`src/rtl/ordq_pkg.sv`:
```
package ordq_pkg;

  localparam int unsigned CAPACITY_DEF = 64;
  localparam logic [31:0] TIME_INF = 32'hFFFF_FFFF;

  typedef enum logic [2:0] {
    CMD_APPEND     = 3'd0,
    CMD_REMOVE     = 3'd1,
    CMD_REPOSITION = 3'd2,
    CMD_SORT       = 3'd3,
    CMD_READ       = 3'd4,
    CMD_CLEAR      = 3'd5
  } cmd_t;

  typedef enum logic [1:0] {
    ST_OK       = 2'd0,
    ST_EMPTY    = 2'd1,
    ST_NOTFOUND = 2'd2,
    ST_FULL     = 2'd3
  } status_t;

  typedef enum logic [2:0] {
    CELL_HOLD,
    CELL_LOAD,
    CELL_LOAD_TIME,
    CELL_FROM_LEFT,
    CELL_FROM_RIGHT
  } cell_op_t;

  typedef struct packed {
    cell_op_t op;
  } cell_ctl_t;

  typedef struct packed {
    logic match;
    logic ge;
    logic le;
    logic gt_right;
  } cell_flags_t;

  typedef enum logic [3:0] {
    S_IDLE,
    S_EXEC,
    S_FIND,
    S_TAKE,
    S_CMP,
    S_PLACE,
    S_INSERT,
    S_SORT,
    S_FINISH
  } state_t;

endpackage

```
`src/rtl/ordq_cell.sv`:
```
module ordq_cell (
  input  logic                 clk,
  input  ordq_pkg::cell_ctl_t  ctl,
  input  logic [15:0]          key_id,
  input  logic [31:0]          key_time,
  input  logic [15:0]          left_id,
  input  logic [31:0]          left_time,
  input  logic [15:0]          right_id,
  input  logic [31:0]          right_time,
  output logic [15:0]          cell_id,
  output logic [31:0]          cell_time,
  output ordq_pkg::cell_flags_t flags
);

  logic [15:0] id_r;
  logic [15:0] id_nxt;
  logic [31:0] time_r;
  logic [31:0] time_nxt;

  always_comb begin
    id_nxt   = id_r;
    time_nxt = time_r;
    case (ctl.op)
      ordq_pkg::CELL_LOAD: begin
        id_nxt   = key_id;
        time_nxt = key_time;
      end
      ordq_pkg::CELL_LOAD_TIME: begin
        time_nxt = key_time;
      end
      ordq_pkg::CELL_FROM_LEFT: begin
        id_nxt   = left_id;
        time_nxt = left_time;
      end
      ordq_pkg::CELL_FROM_RIGHT: begin
        id_nxt   = right_id;
        time_nxt = right_time;
      end
      default: begin
      end
    endcase
  end

  always_ff @(posedge clk) begin
    id_r   <= id_nxt;
    time_r <= time_nxt;
  end

  assign cell_id        = id_r;
  assign cell_time      = time_r;
  assign flags.match    = (id_r == key_id);
  assign flags.ge       = (time_r >= key_time);
  assign flags.le       = (time_r <= key_time);
  assign flags.gt_right = (time_r > right_time);

endmodule

```
`config.mk`:
```
export PLATFORM = sky130hd
export DESIGN_NAME = ordq_cell
export DESIGN_NICKNAME = d
export VERILOG_FILES = /design/src/rtl/ordq_pkg.sv /design/src/rtl/ordq_cell.sv
export SDC_FILE = /design/constraint.sdc
export NUM_CORES = 1
export LEC_CHECK = 0
export ABC_AREA = 1
export BUFFER_PORTS_ARGS = -buffer_cell sky130_fd_sc_hd__buf_2
export CAP_MARGIN = 5
export CORE_UTILIZATION = 49
export CTS_BUF_LIST = sky130_fd_sc_hd__clkbuf_2
export DETAILED_ROUTE_END_ITERATION = 8
export PLACE_DENSITY = 0.94
export SLEW_MARGIN = 20
export SYNTH_ARGS = -nofsm -noshare
export SYNTH_HDL_FRONTEND = slang
export SYNTH_SLANG_ARGS = --single-unit
```
`constraint.sdc`:
```
create_clock -name clk -period 1.89 [get_ports clk]
set_input_delay 0 -clock clk [delete_from_list [all_inputs] [get_ports clk]]
set_output_delay 0 -clock clk [all_outputs]
set_load 0.005 [all_outputs]
```
==> metrics.md <==
| Metric | Value |
|---|---|
| Worst-Margin Slew | 348 ps |
| Yosys top cell area share | 34.3% |
| Failing checks | negative setup slack |
| CTS buffer count | 5 |
| Dpl hpwl | 9.91 mm |
| Synth top area cells | edfxtp_1 (34%), ha_1 (19%), nand2_1 (16%) |
| First-pass GRT wire length | 22.6 mm |
| Vias per cell | 5.30 |
| Vias in the first global route | 5068 |
| Pin count of the biggest net entering global routing | 31 |
| Fin. Hold Viols | 0 |
| CP Launch Type | register |
| Vias | 5039 |
| Async S/R FF share, synth | 0% |
| Outcome | finished with violations |
| Number of placed cells counting well taps | 840 |
| Post-Route WL | 15.2 mm |
| Top-count cell post-synth | nand2_1 |
| Cells after Synth | 541 |
| PnR worst setup slack | -339 ps |
| Buffers on Ports | 199 |
| Synth area leader | edfxtp_1 |
| Cell Rows | 33 |
| Top_reg_cell synth | edfxtp_1 |
| Post-synth EDFFs | 48 |
| Min cycle time layout | 2230 ps |
| Hold_ws | 135 ps |
| Critical Path RT | 1890 ps |
| Max incr delay on CP | 510 ps |
| RSZ-0062 raised after global routing | yes |
| # IOs | 200 |
| Lkg Pwr | 3.38 nW |
| Worst EP arrival | 2230 ps |
| Critical path peak fanout | 2 |
| Sequential cell area fraction in the yosys report | 34.3% |
| Routed len/inst | 16.0 um |
| H-tree depth | 2 |
| Initial Util | 50.9% |
| Pwr dens | 538 nW/um2 |
| Critical path cell sequence | ha_4 -> nand2_2 -> nor2_4 -> nand4_1 -> nor3_2 -> nand4_1 -> nand3_1 -> buf_2 |
| Mapped Area | 4210 um2 |
| Peak supply drop | 394 uV |
| Mean Syn Cell Area | 7.77 um2 |
| Logic pwr share | 43.2% |
| Worst slew margin | 76.8% |
| CP max-delay cell | edfxtp_1 |
| DRT antenna net count | 0 |
| Non-Filler Instances | 951 |
| Total power | 3.53 mW |
| Clock power frac | 16.1% |
| Post-synthesis cell type count | 26 |
| Worst Path Class, Setup | register to primary output |
| Core ar. | 8260 um2 |
| Syn. warnings | 0 |
| DR pass1 iterations | 5 |
| FF+latch count, synth | 48 |
| Worst min-delay path class | primary input to register |
| Die Y | 94.6 um |
| Int Pwr | 2.33 mW |
| Final core utilization | 79.5% |
| Sw frac | 34.1% |
| Crit. End Element | primary output |
| FMAX | 449 MHz |
| Sequential Power Share | 40.8% |
| DRC | 0 |
| Clk pin slew, worst setup/hold paths | 280 ps |
| Clock root cell | clkbuf_2 |
| Layout cells sized above 1 | 29.8% |
| Pre-CTS WS | 45.4 ps |
| Clk buf depth | 2 |
| Post-synth top cells | nand2_1 (182), inv_1 (75), ha_1 (64) |
| Sink Count | 48 |
| Ant diodes | 0 |
| Die ar. | 8960 um2 |
| Cell mode on critical path | nand4_1 |
| Initial antenna violation count | 0 |
| Final Max Tran Viols | 0 |
| GP Congestion | 0.858 |
| Max Cap Viol | 0 |
| Final setup vio count | 3 |
| GR Overflow Total | 0 |
| Total GRT Usage | 32.8% |
| Net switching power | 1.21 mW |
| Detailed Route Iter0 Violations | 191 |
| CTS tree | done |
| NumNets Final | 1057 |
| Synthesized Nets | 753 |
| Filler cell count | 560 |
| Period utilisation layout | 118% |
| Synth-to-layout area growth | 56.2% |
| Die width | 94.6 um |
cells by family after synthesis:
family,after synthesis,synth area share [%]
buffers and inverters,95,8.99
XOR/XNOR,12,2.50
AO/OA/AOI/OAI,74,11.1
AND/OR/NAND/NOR,248,24.1
flip-flops,48,34.3
adder cells (fa/ha/maj),64,19.0
cells in the final DEF, fill, tap and decap left out, types with 2 or more instances in the layout:
cell           instances
o21a_1                 4
dlygate4sd3_1         96
or2_0                  2
o211ai_1              32
inv_2                  5
o21ai_1                3
inv_1                 75
o21ai_0                2
nor2_4                 5
edfxtp_1              48
ha_4                   5
nor2_1                14
nand2_1              179
xor2_1                 8
ha_1                  59
nand4_1                6
o21bai_1               2
xnor2_1                4
nor3_2                 4
nor3_1                 3
nand3_1               25
buf_4                 15
buf_2                199
a21oi_1               29
nand2_4                2
nor2_2                 4
clkbuf_2               5
layout make-up:
cell class | count | area [um2] | share of cell area (%)
Inverter | 81 | 307 | 4.67
Clock buffer | 5 | 25.0 | 0.381
Timing Repair Buffer | 311 | 2080 | 31.7
Clock inverter | 3 | 42.5 | 0.648
Sequential cell | 48 | 1440 | 21.9
Multi-Input combinational cell | 398 | 2540 | 38.7
Tap cell | 105 | 131 | 2.00
path summary, 6_finish.rpt:
path / startpoint / to / depth (start not counted)
max: cell_time[31] / flags[2] / 8
min: ctl[0] / cell_id[7] / 4
registers in the layout, indices dropped and copies added (netlist names):
signal     flops
cell_id       16
cell_time     32
timing repair:
| action | in CTS | in global routing |
|---|---|---|
| buffers inserted | 3 | 5 |
| gates resized for setup | 11 | 18 |
| endpoints found under the hold margin | 48 | 0 |
| hold buffers | 96 | 0 |
| setup endpoints to repair | 3 | 4 |
| pin swaps | 6 | 15 |
per-layer routing:
layer  GRT usage (%)  share of wire (%)
met3            4.83                7.1
met5               0                  0
met1            34.6                 37
met2            63.6                 52
met4            14.0                3.6
worst max-delay path: cells and delay by family, from the launching register on:
kind | cells | cell delay [ps]
AND/OR/NAND/NOR | 6 | 870
adder cells (fa/ha/maj) | 1 | 300
flip-flops | 1 | 510
buffers and inverters | 1 | 120
metrics by stage:
| step | setup TNS (ps) | area [um2] |
|---|---|---|
| floorplan | 0 | 4210 |
| global placement | 0 | 5340 |
| detailed placement | 0 | 5340 |
| CTS | -913 | 6450 |
| global route | -1330 | 6570 |
| finish | -940 | 6570 |
power by group through the flow:
stage	clock network, mW	logic, mW	registers (mW)
2_1_floorplan	0	0.631	1.46
3_5_place_dp	0	1.15	1.46
4_1_cts	0.591	1.40	1.43
3_3_place_gp	0	1.10	1.44
6_report	0.568	1.53	1.44
5_1_grt	0.610	1.69	1.45
Power figures use the tool's default switching activity.
